## src/design/wtss_pkg.sv

```systemverilog
`timescale 1ns / 1ps
package wtss_pkg;

    localparam int TABLE_ENTRIES = 16;

    localparam logic [3:0] MODE_REGISTER  = 4'd0;
    localparam logic [3:0] MODE_REMOVE    = 4'd1;
    localparam logic [3:0] MODE_HEARTBEAT = 4'd2;
    localparam logic [3:0] MODE_RESOURCES = 4'd3;
    localparam logic [3:0] MODE_TASK_UP   = 4'd4;
    localparam logic [3:0] MODE_TASK_DOWN = 4'd5;
    localparam logic [3:0] MODE_DONE_UP   = 4'd6;
    localparam logic [3:0] MODE_SELECT    = 4'd7;
    localparam logic [3:0] MODE_SWEEP     = 4'd8;
    localparam logic [3:0] MODE_TICK      = 4'd9;

    localparam logic [1:0] STATUS_DONE    = 2'd0;
    localparam logic [1:0] STATUS_MISSING = 2'd1;
    localparam logic [1:0] STATUS_FULL    = 2'd2;

    localparam logic [20:0] SCORE_BASE    = 21'd102400;
    localparam logic [20:0] MEM_CAP       = 21'd51200;
    localparam logic [20:0] GPU_BONUS     = 21'd30720;
    localparam logic [20:0] CPLX_BONUS    = 21'd20480;
    localparam logic [6:0]  CPLX_LIMIT    = 7'd70;

    // one command as it sits in the queue
    typedef struct packed {
        logic [3:0]  mode;
        logic [3:0]  slot;
        logic [1:0]  worker_kind;
        logic [7:0]  cpu_cores;
        logic [31:0] memory_mb;
        logic        has_gpu;
        logic [6:0]  cpu_usage_pct;
        logic        requires_gpu;
        logic [6:0]  complexity_tenths;
        logic [15:0] timeout_seconds;
    } cmd_t;

    typedef struct packed {
        logic [1:0]  status;
        logic [3:0]  chosen_slot;
        logic [19:0] best_score;
        logic [4:0]  live_count;
    } rsp_t;

    // score of one entry, signed running sum clamped at zero
    function automatic logic [19:0] score_f(
        input logic [6:0]  usage,
        input logic [7:0]  running,
        input logic [31:0] memory,
        input logic [7:0]  cores,
        input logic        gpu,
        input logic [1:0]  kind,
        input logic        need_gpu,
        input logic [6:0]  cplx
    );
        logic signed [22:0] s;
        logic [20:0]        mem_c;
        mem_c = (memory < 32'd51200) ? memory[20:0] : MEM_CAP;
        // running * 10240 as running * 8192 + running * 2048
        s = $signed({2'b00, SCORE_BASE})
            - $signed({7'd0, usage, 9'd0})
            - $signed({2'b00, running, 13'd0}) - $signed({4'd0, running, 11'd0})
            + $signed({2'b00, mem_c})
            + $signed({4'd0, cores, 11'd0});
        if (need_gpu && gpu)
            s = s + $signed({2'b00, GPU_BONUS});
        if (need_gpu && !gpu)
            s = '0;
        if (cplx > CPLX_LIMIT && kind[1])
            s = s + $signed({2'b00, CPLX_BONUS});
        return s[22] ? 20'd0 : s[19:0];
    endfunction

endpackage

```

## src/design/wtss_front.sv

```systemverilog
`timescale 1ns / 1ps
module wtss_front (
    input  logic               clk,
    input  logic               rst_n,
    input  logic               in_valid,
    output logic               in_ready,
    input  wtss_pkg::cmd_t     in_cmd,
    output logic               q_valid,
    input  logic               q_ready,
    output wtss_pkg::cmd_t     q_cmd
);
    // two-entry queue decoupling the port from the executor
    wtss_pkg::cmd_t mem_reg [2];
    logic       wr_reg, rd_reg;
    logic [1:0] cnt_reg;
    logic       push, pop;

    assign in_ready = (cnt_reg != 2'd2);
    assign q_valid  = (cnt_reg != 2'd0);
    assign q_cmd    = mem_reg[rd_reg];
    assign push     = in_valid && in_ready;
    assign pop      = q_valid && q_ready;

    always_ff @(posedge clk)
    begin
        if (push)
            mem_reg[wr_reg] <= in_cmd;
    end

    always_ff @(posedge clk or negedge rst_n)
    begin
        if (!rst_n)
        begin
            wr_reg  <= 1'b0;
            rd_reg  <= 1'b0;
            cnt_reg <= 2'd0;
        end
        else
        begin
            if (push)
                wr_reg <= ~wr_reg;
            if (pop)
                rd_reg <= ~rd_reg;
            cnt_reg <= cnt_reg + {1'b0, push} - {1'b0, pop};
        end
    end
endmodule

```

## src/design/wtss_back.sv

```systemverilog
`timescale 1ns / 1ps
module wtss_back (
    input  logic               clk,
    input  logic               rst_n,
    input  logic               q_valid,
    output logic               q_ready,
    input  wtss_pkg::cmd_t     q_cmd,
    output logic               out_valid,
    input  logic               out_ready,
    output wtss_pkg::rsp_t     out_rsp
);
    localparam int TABLE_ENTRIES = wtss_pkg::TABLE_ENTRIES;
    localparam int IW = (TABLE_ENTRIES > 1) ? $clog2(TABLE_ENTRIES) : 1;
    localparam int CW = $clog2(TABLE_ENTRIES + 1);

    localparam logic [1:0] ST_IDLE = 2'd0;
    localparam logic [1:0] ST_SCAN = 2'd1;
    localparam logic [1:0] ST_OUT  = 2'd2;

    logic [1:0]  state_reg;
    wtss_pkg::cmd_t cmd_reg;
    logic [IW-1:0] idx_reg;
    logic          found_reg;
    logic [19:0]   top_reg;
    logic [IW-1:0] best_reg;
    logic [31:0]   now_reg;
    wtss_pkg::rsp_t rsp_reg;

    logic [TABLE_ENTRIES-1:0] valid_reg;
    logic [TABLE_ENTRIES-1:0] valid_next;
    logic [1:0]  kind_reg   [TABLE_ENTRIES];
    logic [7:0]  cores_reg  [TABLE_ENTRIES];
    logic [31:0] memory_reg [TABLE_ENTRIES];
    logic        gpu_reg    [TABLE_ENTRIES];
    logic [6:0]  usage_reg  [TABLE_ENTRIES];
    logic [7:0]  run_reg    [TABLE_ENTRIES];
    logic [31:0] done_reg   [TABLE_ENTRIES];
    logic [31:0] seen_reg   [TABLE_ENTRIES];

    // slot lookup for direct commands
    logic          hit;
    logic [IW-1:0] s;
    logic          has_free;
    logic [IW-1:0] free_idx;
    logic [19:0]   cur_score;

    always_comb
    begin
        s   = cmd_reg.slot[IW-1:0];
        hit = ({28'd0, cmd_reg.slot} < 32'(TABLE_ENTRIES)) && valid_reg[s];
        has_free = 1'b0;
        free_idx = '0;
        for (int i = TABLE_ENTRIES - 1; i >= 0; i--)
        begin
            if (!valid_reg[i])
            begin
                has_free = 1'b1;
                free_idx = IW'(i);
            end
        end
    end

    // shared scoring unit, one entry per cycle
    assign cur_score = wtss_pkg::score_f(usage_reg[idx_reg], run_reg[idx_reg],
        memory_reg[idx_reg], cores_reg[idx_reg], gpu_reg[idx_reg], kind_reg[idx_reg],
        cmd_reg.requires_gpu, cmd_reg.complexity_tenths);

    assign q_ready   = (state_reg == ST_IDLE);
    assign out_valid = (state_reg == ST_OUT);
    assign out_rsp   = rsp_reg;

    // valid bits after this cycle of the command
    always_comb
    begin
        valid_next = valid_reg;
        if (state_reg == ST_SCAN)
        begin
            if (cmd_reg.mode == wtss_pkg::MODE_REGISTER && has_free)
                valid_next[free_idx] = 1'b1;
            if (cmd_reg.mode == wtss_pkg::MODE_REMOVE && hit)
                valid_next[s] = 1'b0;
            if (cmd_reg.mode == wtss_pkg::MODE_SWEEP && valid_reg[idx_reg]
                && (now_reg - seen_reg[idx_reg]) > {16'd0, cmd_reg.timeout_seconds})
                valid_next[idx_reg] = 1'b0;
        end
    end

    // live count of the table after this command
    logic [CW-1:0] live_next;
    always_comb
    begin
        live_next = '0;
        for (int i = 0; i < TABLE_ENTRIES; i++)
            live_next = live_next + CW'(valid_next[i]);
    end

    always_ff @(posedge clk)
    begin
        if (state_reg == ST_IDLE && q_valid)
            cmd_reg <= q_cmd;
        if (state_reg == ST_SCAN)
        begin
            rsp_reg.live_count <= 5'(live_next);
            unique case (cmd_reg.mode)
                wtss_pkg::MODE_REGISTER:
                begin
                    rsp_reg.status <= wtss_pkg::STATUS_FULL;
                    rsp_reg.chosen_slot <= '0;
                    if (has_free)
                    begin
                        kind_reg[free_idx]   <= cmd_reg.worker_kind;
                        cores_reg[free_idx]  <= cmd_reg.cpu_cores;
                        memory_reg[free_idx] <= cmd_reg.memory_mb;
                        gpu_reg[free_idx]    <= cmd_reg.has_gpu;
                        usage_reg[free_idx]  <= '0;
                        run_reg[free_idx]    <= '0;
                        done_reg[free_idx]   <= '0;
                        seen_reg[free_idx]   <= now_reg;
                        rsp_reg.status <= wtss_pkg::STATUS_DONE;
                        rsp_reg.chosen_slot <= 4'(free_idx);
                    end
                    rsp_reg.best_score <= '0;
                end
                wtss_pkg::MODE_REMOVE, wtss_pkg::MODE_HEARTBEAT,
                wtss_pkg::MODE_RESOURCES, wtss_pkg::MODE_TASK_UP,
                wtss_pkg::MODE_TASK_DOWN, wtss_pkg::MODE_DONE_UP:
                begin
                    rsp_reg.status <= hit ? wtss_pkg::STATUS_DONE
                                          : wtss_pkg::STATUS_MISSING;
                    rsp_reg.chosen_slot <= '0;
                    rsp_reg.best_score  <= '0;
                    if (hit)
                    begin
                        if (cmd_reg.mode == wtss_pkg::MODE_HEARTBEAT)
                            seen_reg[s] <= now_reg;
                        if (cmd_reg.mode == wtss_pkg::MODE_RESOURCES)
                        begin
                            usage_reg[s]  <= cmd_reg.cpu_usage_pct;
                            memory_reg[s] <= cmd_reg.memory_mb;
                        end
                        if (cmd_reg.mode == wtss_pkg::MODE_TASK_UP && run_reg[s] != 8'hFF)
                            run_reg[s] <= run_reg[s] + 8'd1;
                        if (cmd_reg.mode == wtss_pkg::MODE_TASK_DOWN && run_reg[s] != 8'h0)
                            run_reg[s] <= run_reg[s] - 8'd1;
                        if (cmd_reg.mode == wtss_pkg::MODE_DONE_UP && ~&done_reg[s])
                            done_reg[s] <= done_reg[s] + 32'd1;
                    end
                end
                wtss_pkg::MODE_SELECT:
                begin
                    if (idx_reg == IW'(TABLE_ENTRIES - 1))
                    begin
                        // final entry folded in here
                        if (valid_reg[idx_reg] && (!found_reg || cur_score > top_reg))
                        begin
                            rsp_reg.status      <= wtss_pkg::STATUS_DONE;
                            rsp_reg.chosen_slot <= 4'(idx_reg);
                            rsp_reg.best_score  <= cur_score;
                        end
                        else
                        begin
                            rsp_reg.status      <= found_reg ? wtss_pkg::STATUS_DONE
                                                             : wtss_pkg::STATUS_MISSING;
                            rsp_reg.chosen_slot <= found_reg ? 4'(best_reg) : 4'd0;
                            rsp_reg.best_score  <= found_reg ? top_reg : 20'd0;
                        end
                    end
                end
                default:
                begin
                    rsp_reg.status      <= wtss_pkg::STATUS_DONE;
                    rsp_reg.chosen_slot <= '0;
                    rsp_reg.best_score  <= '0;
                end
            endcase
        end
    end

    logic last;
    logic scan_mode;
    assign last = (idx_reg == IW'(TABLE_ENTRIES - 1));
    assign scan_mode = (cmd_reg.mode == wtss_pkg::MODE_SELECT)
                    || (cmd_reg.mode == wtss_pkg::MODE_SWEEP);

    // sequencer and control state
    always_ff @(posedge clk or negedge rst_n)
    begin
        if (!rst_n)
        begin
            state_reg <= ST_IDLE;
            valid_reg <= '0;
            now_reg   <= '0;
            idx_reg   <= '0;
            found_reg <= 1'b0;
            top_reg   <= '0;
            best_reg  <= '0;
        end
        else
        begin
            valid_reg <= valid_next;
            unique case (state_reg)
                ST_IDLE:
                begin
                    idx_reg   <= '0;
                    found_reg <= 1'b0;
                    if (q_valid)
                        state_reg <= ST_SCAN;
                end
                ST_SCAN:
                begin
                    if (cmd_reg.mode == wtss_pkg::MODE_TICK)
                        now_reg <= now_reg + 32'd1;
                    if (cmd_reg.mode == wtss_pkg::MODE_SELECT && valid_reg[idx_reg]
                        && (!found_reg || cur_score > top_reg))
                    begin
                        found_reg <= 1'b1;
                        top_reg   <= cur_score;
                        best_reg  <= idx_reg;
                    end
                    if (!scan_mode || last)
                        state_reg <= ST_OUT;
                    else
                        idx_reg <= idx_reg + IW'(1);
                end
                ST_OUT:
                begin
                    if (out_ready)
                        state_reg <= ST_IDLE;
                end
                default:
                    state_reg <= ST_IDLE;
            endcase
        end
    end
endmodule

```

## src/design/worker_table_score_selector.sv

```systemverilog
`timescale 1ns / 1ps
// worker table with score-based selection
// s_axis carries one command per request; m_axis returns one result per request
// s_axis_tdata fields, lowest bit up: mode, slot, worker_kind, cpu_cores,
//   memory_mb, has_gpu, cpu_usage_pct, requires_gpu, complexity_tenths,
//   timeout_seconds (82 bits, padded to 88)
// m_axis_tdata fields, lowest bit up: status, chosen_slot, best_score,
//   live_count (31 bits, padded to 32)
// a two-entry command queue sits in front of the executor
// select and sweep walk the 16 entries one a cycle, select scoring them
//   through one scoring unit; the executor takes one request at a time, so
//   a new request starts only after the last result is accepted
// reset empties the table and clears the seconds counter
// a stalled m_axis holds the result; the queue keeps taking up to two requests
module worker_table_score_selector (
    input  logic        clk,
    input  logic        rst_n,
    input  logic        s_axis_tvalid,
    output logic        s_axis_tready,
    input  logic [87:0] s_axis_tdata,  // mode, slot, kind, cores, mem, gpu, usage, rgpu, cplx, tmo
    output logic        m_axis_tvalid,
    input  logic        m_axis_tready,
    output logic [31:0] m_axis_tdata   // status, chosen_slot, best_score, live_count
);
    wtss_pkg::cmd_t in_cmd, q_cmd;
    wtss_pkg::rsp_t rsp;
    logic q_valid, q_ready;

    assign in_cmd.mode              = s_axis_tdata[3:0];
    assign in_cmd.slot              = s_axis_tdata[7:4];
    assign in_cmd.worker_kind       = s_axis_tdata[9:8];
    assign in_cmd.cpu_cores         = s_axis_tdata[17:10];
    assign in_cmd.memory_mb         = s_axis_tdata[49:18];
    assign in_cmd.has_gpu           = s_axis_tdata[50];
    assign in_cmd.cpu_usage_pct     = s_axis_tdata[57:51];
    assign in_cmd.requires_gpu      = s_axis_tdata[58];
    assign in_cmd.complexity_tenths = s_axis_tdata[65:59];
    assign in_cmd.timeout_seconds   = s_axis_tdata[81:66];

    // padding bits carry nothing
    logic unused_pad;
    assign unused_pad = ^s_axis_tdata[87:82];

    wtss_front u_front (
        .clk(clk), .rst_n(rst_n),
        .in_valid(s_axis_tvalid), .in_ready(s_axis_tready), .in_cmd(in_cmd),
        .q_valid(q_valid), .q_ready(q_ready), .q_cmd(q_cmd)
    );

    wtss_back u_back (
        .clk(clk), .rst_n(rst_n),
        .q_valid(q_valid), .q_ready(q_ready), .q_cmd(q_cmd),
        .out_valid(m_axis_tvalid), .out_ready(m_axis_tready), .out_rsp(rsp)
    );

    assign m_axis_tdata = {1'b0, rsp.live_count, rsp.best_score, rsp.chosen_slot, rsp.status};
endmodule

```

## config.mk

```make
export PLATFORM = sky130hd
export DESIGN_NAME = worker_table_score_selector
export DESIGN_NICKNAME = d
export VERILOG_FILES = /design/src/design/wtss_pkg.sv /design/src/design/wtss_front.sv /design/src/design/wtss_back.sv /design/src/design/worker_table_score_selector.sv
export SDC_FILE = /design/constraint.sdc
export NUM_CORES = 2
export LEC_CHECK = 0
export BUFFER_PORTS_ARGS = -buffer_cell sky130_fd_sc_hd__buf_2
export CAP_MARGIN = 20
export CORE_MARGIN = 2
export CORE_UTILIZATION = 50
export DETAILED_ROUTE_END_ITERATION = 7
export GPL_ROUTABILITY_DRIVEN = 0
export GPL_TIMING_DRIVEN = 0
export PLACE_DENSITY = 0.66
export SYNTH_ARGS = -nofsm -noshare
export SYNTH_HDL_FRONTEND = slang
export SYNTH_SLANG_ARGS = --single-unit
export TNS_END_PERCENT = 30
```

## constraint.sdc

```tcl
create_clock -name clk -period 21.5 [get_ports clk]
set_input_delay 2.15 -clock clk [delete_from_list [all_inputs] [get_ports clk]]
set_output_delay 2.15 -clock clk [all_outputs]
set_load 0.1 [all_outputs]
```

After elaboration in Yosys (flattened, before gate mapping)
Memories as Yosys holds them, arrays and structs flattened. A register that Yosys moved wholly into a read port is not among the register bits. Cells that the tools add are included.

Register bits after elaboration: 114. Memory bits (writable): 1604. Input port bits: 92. Memories kept: 8.

Memory list: u_back.memory_reg (words 16, width 32, read ports 1, clocked after memory_dff 0, write ports 1, line wtss_back.sv:33) `logic [31:0] memory_reg [TABLE_ENTRIES];`; u_back.seen_reg (words 16, width 32, read ports 1, clocked after memory_dff 0, write ports 1, line wtss_back.sv:38) `logic [31:0] seen_reg [TABLE_ENTRIES];`; u_front.mem_reg (words 2, width 82, read ports 1, clocked after memory_dff 1, write ports 1, line wtss_front.sv:13) `wtss_pkg::cmd_t mem_reg [2];`; u_back.cores_reg (words 16, width 8, read ports 1, clocked after memory_dff 0, write ports 1, line wtss_back.sv:32) `logic [7:0] cores_reg [TABLE_ENTRIES];`; u_back.run_reg (words 16, width 8, read ports 2, clocked after memory_dff 0, write ports 1, line wtss_back.sv:36) `logic [7:0] run_reg [TABLE_ENTRIES];`; u_back.usage_reg (words 16, width 7, read ports 1, clocked after memory_dff 0, write ports 1, line wtss_back.sv:35) `logic [6:0] usage_reg [TABLE_ENTRIES];`; +2 memories.

$add $sub $neg: 29. $lt $le $gt $ge: 10. Equality and inequality tests: 20. Muxes and demuxes: 108. Bitwise logic cells: 8. Reduce and logical (&&, ||, !) cells: 39.

Operators by type and width (number): 2-to-1 mux 16 bit (6); 2-to-1 mux 4 bit (22); one-hot mux 26 bit (3 select lines) (1); adder 5 x 1 -> 5 bit (14); 2-to-1 mux 23 bit (3); 2-to-1 mux 32 bit (2); OR reduction 32 bit (2); 2-to-1 mux 1 bit (54); 2-to-1 mux 26 bit (2); adder 23 x 16 -> 23 bit (second input constant) (2); 2-to-1 mux 20 bit (2); adder 32 x 1 -> 32 bit (second input constant) (1); AND 16 bit (2); greater-than comparator 32 x 16 -> 1 bit (1); less-than comparator 32 x 16 -> 1 bit (second input constant) (1); NOT 16 bit (2); subtractor 32 bit (1); adder 23 x 20 -> 23 bit (1); adder 23 x 22 -> 23 bit (1); subtractor 23 x 20 -> 23 bit (1); subtractor 23 x 22 -> 23 bit (1); 2-to-1 mux 21 bit (1); greater-than comparator 20 bit (1); subtractor 17 x 16 -> 18 bit (first input constant) (1); other kinds (42) (89).

Depth between registers and ports, before layout
Depth after elaboration: 44. Depth in mapped cells: 52. Mapped depth without buffers: 41.

Hierarchy
A second synthesis with hierarchy kept.

Cells, all modules: 3910. Area total of the unflattened synthesis: 74410.1 µm².

Modules (own cells, without submodules): wtss_back (times used 1, cells each 3636, area an instance 67935.2 µm², seq. area each 48181.2 µm²); wtss_front (times used 1, cells each 272, area an instance 6463.7 µm², seq. area each 5024.8 µm²); worker_table_score_selector (times used 1, cells each 2, area an instance 11.3 µm², seq. area each 0.0 µm²).

Worst setup path after synthesis
OpenSTA, ideal clock, no wires.

Kind: register to register. Start point: register u_back.idx_reg[0]. End point: register u_back.rsp_reg, in the netlist u_back.out_rsp[8] (data pin). Setup time: 0.180 ns. Data arrival time: 11.877 ns. Required time: 21.320 ns. Slack: 9.443 ns. Stages on the path, launching flop included: 51. Period minus slack after synthesis: 12.057 ns. Path through: dfrtp_1 -> buf_4 -> buf_4 -> buf_4 -> buf_2 -> buf_2 -> buf_2 -> buf_2 -> buf_4 -> buf_2 -> clkbuf_1 -> buf_1 -> mux4_2 -> mux4_2 -> fa_1 -> inv_1 -> fa_1 -> inv_1 -> (+15 left out) -> clkbuf_1 -> nor2_1 -> ha_1 -> a21o_1 -> a21o_1 -> a21o_1 -> a21o_1 -> a21o_1 -> a21o_1 -> a221oi_1 -> o21a_1 -> o21ai_1 -> and2_0 -> clkbuf_1 -> nor2_1 -> clkbuf_1 -> nand2_1 -> o41ai_2.

Longest elaborated chain between the ends: 18. Elaborated cells on any way between the ends: 31. Classes of those cells: add/sub: 7; order compare: 2; mux: 10; reduce/logical: 6; memory: 6.

Ends and longest elaborated chain: from (decl) (line wtss_back.sv:22) `logic [IW-1:0] idx_reg;`; from (signal assigned) (line wtss_back.sv:223) `idx_reg <= idx_reg + IW'(1);`; memory (16 x 7 bit); subtractor 17 x 16 -> 18 bit (line wtss_pkg.sv:64) `- $signed({7'd0, usage, 9'd0})`; subtractor 23 x 22 -> 23 bit (line wtss_pkg.sv:65) `- $signed({2'b00, running, 13'd0}) - $signed({4'd0, running, 11'd0})`; subtractor 23 x 20 -> 23 bit (line wtss_pkg.sv:65); adder 23 x 22 -> 23 bit (line wtss_pkg.sv:66) `+ $signed({2'b00, mem_c})`; adder 23 x 20 -> 23 bit (line wtss_pkg.sv:67) `+ $signed({4'd0, cores, 11'd0});`; adder 23 x 16 -> 23 bit (line wtss_pkg.sv:69) `s = s + $signed({2'b00, GPU_BONUS});`; 2-to-1 mux 23 bit (line wtss_pkg.sv:68) `if (need_gpu && gpu)`; (+3 left out); 2-to-1 mux 20 bit * (line wtss_pkg.sv:74) `return s[22] ? 20'd0 : s[19:0];`; net u_back.cur_score[13] (line wtss_back.sv:45) `logic [19:0] cur_score;`; greater-than comparator 20 bit * (line wtss_back.sv:154) `if (valid_reg[idx_reg] && (!found_reg || cur_score > top_reg))`; logical OR 1 bit * (line wtss_back.sv:154); logical AND 1 bit * (line wtss_back.sv:154); 2-to-1 mux 26 bit * (line wtss_back.sv:154); 2-to-1 mux 26 bit * (line wtss_back.sv:151) `if (idx_reg == IW'(TABLE_ENTRIES - 1))`; one-hot mux 26 bit (3 select lines) * (line wtss_back.sv:104) `unique case (cmd_reg.mode)`; to (decl) (line wtss_back.sv:27) `wtss_pkg::rsp_t rsp_reg;`.

Mark *: on every way through the listed nets, which the timed path passes. The rest lies on a longest branch. The select of a mux whose other input is x is not followed. A chain may end at the register's enable or synchronous reset.

Worst setup path in the final report
Start point: register u_back.idx_reg[1]. End point: register u_back.rsp_reg, in the netlist u_back.out_rsp[11] (data pin).

The elaborated chain is that of the path after synthesis.

==> impl_results.html <==
<table>
<tr><th>Metric</th><th>Value</th></tr>
<tr><th colspan="2">Status</th></tr>
<tr><td>Status</td><td>complete, no violations</td></tr>
<tr><th colspan="2">STA</th></tr>
<tr><td>Worst-case headroom to the max-slew limit</td><td>18.85%</td></tr>
<tr><td>Final Cycle Share</td><td>approximately 76%</td></tr>
<tr><td>Final slew viol count</td><td>0</td></tr>
<tr><td>Final setup skew</td><td>a little over 0.04 ns</td></tr>
<tr><td>Fin. Hold Viols</td><td>0</td></tr>
<tr><td>Hold slack</td><td>0.4840 ns</td></tr>
<tr><td>Final Setup Violations</td><td>0</td></tr>
<tr><td>Fin crit period</td><td>roughly 16 ns</td></tr>
<tr><td>Setup repair after global routing missed its margin</td><td>false</td></tr>
<tr><td>Total negative setup slack</td><td>0 ns</td></tr>
<tr><td>Worst-margin pin slew</td><td>between 1 and 1.5 ns</td></tr>
<tr><td>Peak Freq</td><td>0.06106 GHz</td></tr>
<tr><th colspan="2">Final layout</th></tr>
<tr><td>Ratio of cells with drive above 1 in the final layout</td><td>about 24%</td></tr>
<tr><td>Top library cells by usage in the layout, fill and taps aside</td><td>sky130_fd_sc_hd__edfxtp_1 (1698), sky130_fd_sc_hd__mux4_2 (412), sky130_fd_sc_hd__clkbuf_16 (180), sky130_fd_sc_hd__nand2_1 (165), sky130_fd_sc_hd__clkbuf_1 (157)</td></tr>
<tr><td>Area Overhead vs Synth</td><td>14.91%</td></tr>
<tr><td>Leading cell type in the layout, fill and taps excluded</td><td>sky130_fd_sc_hd__edfxtp_1</td></tr>
<tr><td>Footprint of the multi-input gates</td><td>19930 µm²</td></tr>
<tr><td>Final-layout fill cell count</td><td>10805</td></tr>
<tr><td>Fin nets</td><td>about 4600</td></tr>
<tr><td>Flip-flop and latch area</td><td>between 50000 and 60000 µm²</td></tr>
<tr><th colspan="2">Setup path</th></tr>
<tr><td>Critical Path Source</td><td>u_back.idx_reg[1]$_DFFE_PN0P_</td></tr>
<tr><td>Kind of launch point of the worst setup path</td><td>register</td></tr>
<tr><td>CP max stage delay</td><td>0.86 ns</td></tr>
<tr><td>Worst setup path endpoint</td><td>u_back.out_rsp[11]$_DFFE_PP_</td></tr>
<tr><td>Data required time at the worst endpoint</td><td>22.03 ns</td></tr>
<tr><td>Endpoint class of the critical path</td><td>register</td></tr>
<tr><td>Arrival time at the worst endpoint</td><td>between 15 and 20 ns</td></tr>
<tr><td>Capture instance of the worst register-to-register path</td><td>u_back.out_rsp[11]$_DFFE_PP_</td></tr>
<tr><td>Classification of the worst setup path</td><td>reg2reg</td></tr>
<tr><td>Worst-case reg-to-reg path depth</td><td>50</td></tr>
<tr><td>Biggest fanout along the worst timing path</td><td>10</td></tr>
<tr><td>Slowest stage cell, crit path</td><td>sky130_fd_sc_hd__clkbuf_1</td></tr>
<tr><td>Reg2Reg Launch Point</td><td>u_back.idx_reg[1]$_DFFE_PN0P_</td></tr>
<tr><td>Slack of the worst reg-to-reg path</td><td>about 5 ns</td></tr>
<tr><th colspan="2">Floorplan</th></tr>
<tr><td>Placeable core area</td><td>between 100000 and 150000 µm²</td></tr>
<tr><td>Overall die height</td><td>slightly below 400 µm</td></tr>
<tr><td>Top-Level Pins</td><td>approximately 130</td></tr>
<tr><td>Starting density of the core</td><td>50.22%</td></tr>
<tr><td>Die outline area</td><td>around 150000 µm²</td></tr>
<tr><td>Chip Width</td><td>388.6 µm</td></tr>
<tr><td>Rows</td><td>~140</td></tr>
<tr><th colspan="2">Drt</th></tr>
<tr><td>DR vias</td><td>about 40000</td></tr>
<tr><td>Wire per inst</td><td>a little under 30 µm</td></tr>
<tr><td>Residual antenna-violating net count after detailed routing</td><td>0</td></tr>
<tr><td>Drt initial violations</td><td>roughly 4600</td></tr>
<tr><td>Routed wire length</td><td>between 150000 and 200000 µm</td></tr>
<tr><td>DRC violations left</td><td>0</td></tr>
<tr><td>Initial DRT Pass Iterations</td><td>8</td></tr>
<tr><td>Vias per cell</td><td>between 6 and 7</td></tr>
<tr><th colspan="2">Min path</th></tr>
<tr><td>Type of the tightest min-delay check</td><td>reg2reg</td></tr>
<tr><th colspan="2">Pwr</th></tr>
<tr><td>Total power consumption of the routed design</td><td>~12 mW</td></tr>
<tr><td>Clock group share of total power</td><td>around a quarter</td></tr>
<tr><td>PD cells</td><td>~140 nW/µm²</td></tr>
<tr><td>Share of power burned in registers</td><td>37.3%</td></tr>
<tr><td>Cell-internal power</td><td>just under 8 mW</td></tr>
<tr><td>IR drop worst, VDD</td><td>roughly 0.00022 V</td></tr>
<tr><td>Switching portion of total power</td><td>a little over a third</td></tr>
<tr><td>Static Leakage</td><td>26.32 nW</td></tr>
<tr><td>Net Switching</td><td>roughly 4.3 mW</td></tr>
<tr><td>Comb power frac</td><td>between 30 and 40%</td></tr>
<tr><th colspan="2">Global routing</th></tr>
<tr><td>Number of global-route vias before repair</td><td>between 30000 and 40000</td></tr>
<tr><td>First-pass GRT wire length</td><td>around 270000 µm</td></tr>
<tr><td>Number of antenna violations at the first check in global routing</td><td>8</td></tr>
<tr><td>Total Routing Usage GR</td><td>about a quarter</td></tr>
<tr><td>Overall overflow remaining after global route</td><td>0</td></tr>
<tr><td>Maximum number of pins on one net before global-route repair</td><td>between 50 and 60</td></tr>
<tr><th colspan="2">Clocking</th></tr>
<tr><td>Count of H-tree levels built during CTS</td><td>4</td></tr>
<tr><td>Clock tree sinks</td><td>1781</td></tr>
<tr><td>Setup Fix Bufs, Post-CTS</td><td>0</td></tr>
<tr><td>Clock latency at the later pin of the worst-skew pair</td><td>approximately 0.83 ns</td></tr>
<tr><td>PostCTS Resize Cnt</td><td>0</td></tr>
<tr><td>Root cell of the clock tree</td><td>sky130_fd_sc_hd__clkbuf_16</td></tr>
<tr><td>TritonCTS clock tree</td><td>yes</td></tr>
<tr><td>Total clock buffers created by CTS</td><td>roughly 180</td></tr>
<tr><td>CTS max path bufs</td><td>3</td></tr>
<tr><td>Clock transition at path regs</td><td>about 0.07 ns</td></tr>
<tr><td>Hold_buf cts</td><td>0</td></tr>
<tr><th colspan="2">Yosys</th></tr>
<tr><td>Mean instance size in the synthesized netlist</td><td>around 19 µm²</td></tr>
<tr><td>Post-synth EDFFs</td><td>1698</td></tr>
<tr><td>Netlist cell types</td><td>83</td></tr>
<tr><td>Sequential cell area fraction in the yosys report</td><td>71.74%</td></tr>
<tr><td>Proportion of synthesized flip-flops having asynchronous set or reset</td><td>around 4.7%</td></tr>
<tr><td>Cells after Synth</td><td>between 3000 and 4000</td></tr>
<tr><td>Netlist Area Pre-Place</td><td>between 70000 and 80000 µm²</td></tr>
<tr><td>Synth Warn #</td><td>0</td></tr>
<tr><td>Most common flop cell mapped by yosys</td><td>sky130_fd_sc_hd__edfxtp_1</td></tr>
<tr><td>Flop and latch count out of synthesis</td><td>between 1500 and 2000</td></tr>
<tr><th colspan="2">Placement</th></tr>
<tr><td>Buffers added on ports</td><td>117</td></tr>
<tr><td>HPWL Detailed</td><td>between 100000 and 150000 µm</td></tr>
<tr><th colspan="2">Run</th></tr>
<tr><td>Maxcap violations</td><td>0</td></tr>
</table>
layer usage:
metal  global-route usage (%)  vias up  routed length [µm]
li1                         -    16836                   -
met1                    36.63    20813               78960
met2                    37.68     2013               85250
met3                    5.577      313               16780
met4                    7.690        8                5491
met5                        0        -                  56
worst max-delay path: cells and delay by family, from the launching register on:
family	cells	cell delay (ns)
XOR/XNOR	1	0.30
flip-flops	1	0.44
adder cells (fa/ha/maj)	5	2.21
AND/OR/NAND/NOR	8	1.90
AO/OA/AOI/OAI	16	2.97
multiplexers	2	1.05
buffers and inverters	18	7.14
cells by family (layout without fill, tap and decap cells):
group,after synthesis,after routing,synth area share [%]
buf+inv,327,885,1.739
fa+ha+maj,161,161,3.038
other cells,2,8,0.01015
simple gates,691,691,4.592
flops,1781,1781,71.74
compound gates,384,384,3.581
mux,516,516,14.11
xor+xnor,101,101,1.196
final cells by class:
class	instances	area share, %
antenna	2	0.005888
buffer	169	0.8184
clock buffer	242	5.738
clock inverter	86	1.100
inverter	158	0.7007
multi-input combinational	1859	23.44
sequential	1781	62.43
tap	1930	2.841
timing repair buffer	230	2.923
worst min path at each step:
stage,start,end,depth (start not counted)
after floorplan,u_back.best_reg[2]$_DFFE_PN0P_,u_back.best_reg[2]$_DFFE_PN0P_,2
after global placement,u_back.best_reg[3]$_DFFE_PN0P_,u_back.best_reg[3]$_DFFE_PN0P_,2
after detailed placement,u_back.best_reg[2]$_DFFE_PN0P_,u_back.best_reg[2]$_DFFE_PN0P_,2
after CTS,u_back.best_reg[2]$_DFFE_PN0P_,u_back.best_reg[2]$_DFFE_PN0P_,2
after global routing,u_back.best_reg[2]$_DFFE_PN0P_,u_back.best_reg[2]$_DFFE_PN0P_,2
final,u_back.best_reg[2]$_DFFE_PN0P_,u_back.best_reg[2]$_DFFE_PN0P_,2
synth_stat cells, types with 43 or more instances:
master | count | area [µm²]
sky130_fd_sc_hd__nor2_1 | 189 | 709.4
sky130_fd_sc_hd__dfrtp_1 | 83 | 2077
sky130_fd_sc_hd__edfxtp_1 | 1698 | 50990
sky130_fd_sc_hd__o21ai_0 | 49 | 245.2
sky130_fd_sc_hd__a21oi_1 | 77 | 385.4
sky130_fd_sc_hd__clkbuf_1 | 110 | 412.9
sky130_fd_sc_hd__xnor2_1 | 68 | 595.6
sky130_fd_sc_hd__mux2_2 | 92 | 1036
sky130_fd_sc_hd__nand2_1 | 165 | 619.3
sky130_fd_sc_hd__nor4_1 | 43 | 269.0
sky130_fd_sc_hd__inv_1 | 155 | 581.8
sky130_fd_sc_hd__nor3_1 | 62 | 310.3
sky130_fd_sc_hd__mux4_2 | 412 | 9279
sky130_fd_sc_hd__ha_1 | 130 | 1627
stage by stage:
step / std cells / instance area, µm² / utilization (%) / worst slack (ns)
detailed placement: 6112 / 78980 / 53.61 / 5.063
CTS: 6440 / 84790 / 57.56 / 4.984
floorplan: 3967 / 73990 / - / 9.443
global route: 6456 / 85000 / 57.70 / 4.412
global placement: 6014 / 76990 / 52.26 / 4.749
finish: 6457 / 85000 / 57.70 / 5.124
power by group through the flow:
stage | Combinational, mW | Clock [mW] | Sequential (mW)
2_1_floorplan | 3.12 | 0 | 4.60
3_3_place_gp | 4.28 | 0 | 4.60
3_5_place_dp | 4.45 | 0 | 4.58
4_1_cts | 4.48 | 3.11 | 4.51
5_1_grt | 4.93 | 3.24 | 4.55
6_report | 4.50 | 3.07 | 4.51
Power figures use the tool's default switching activity.
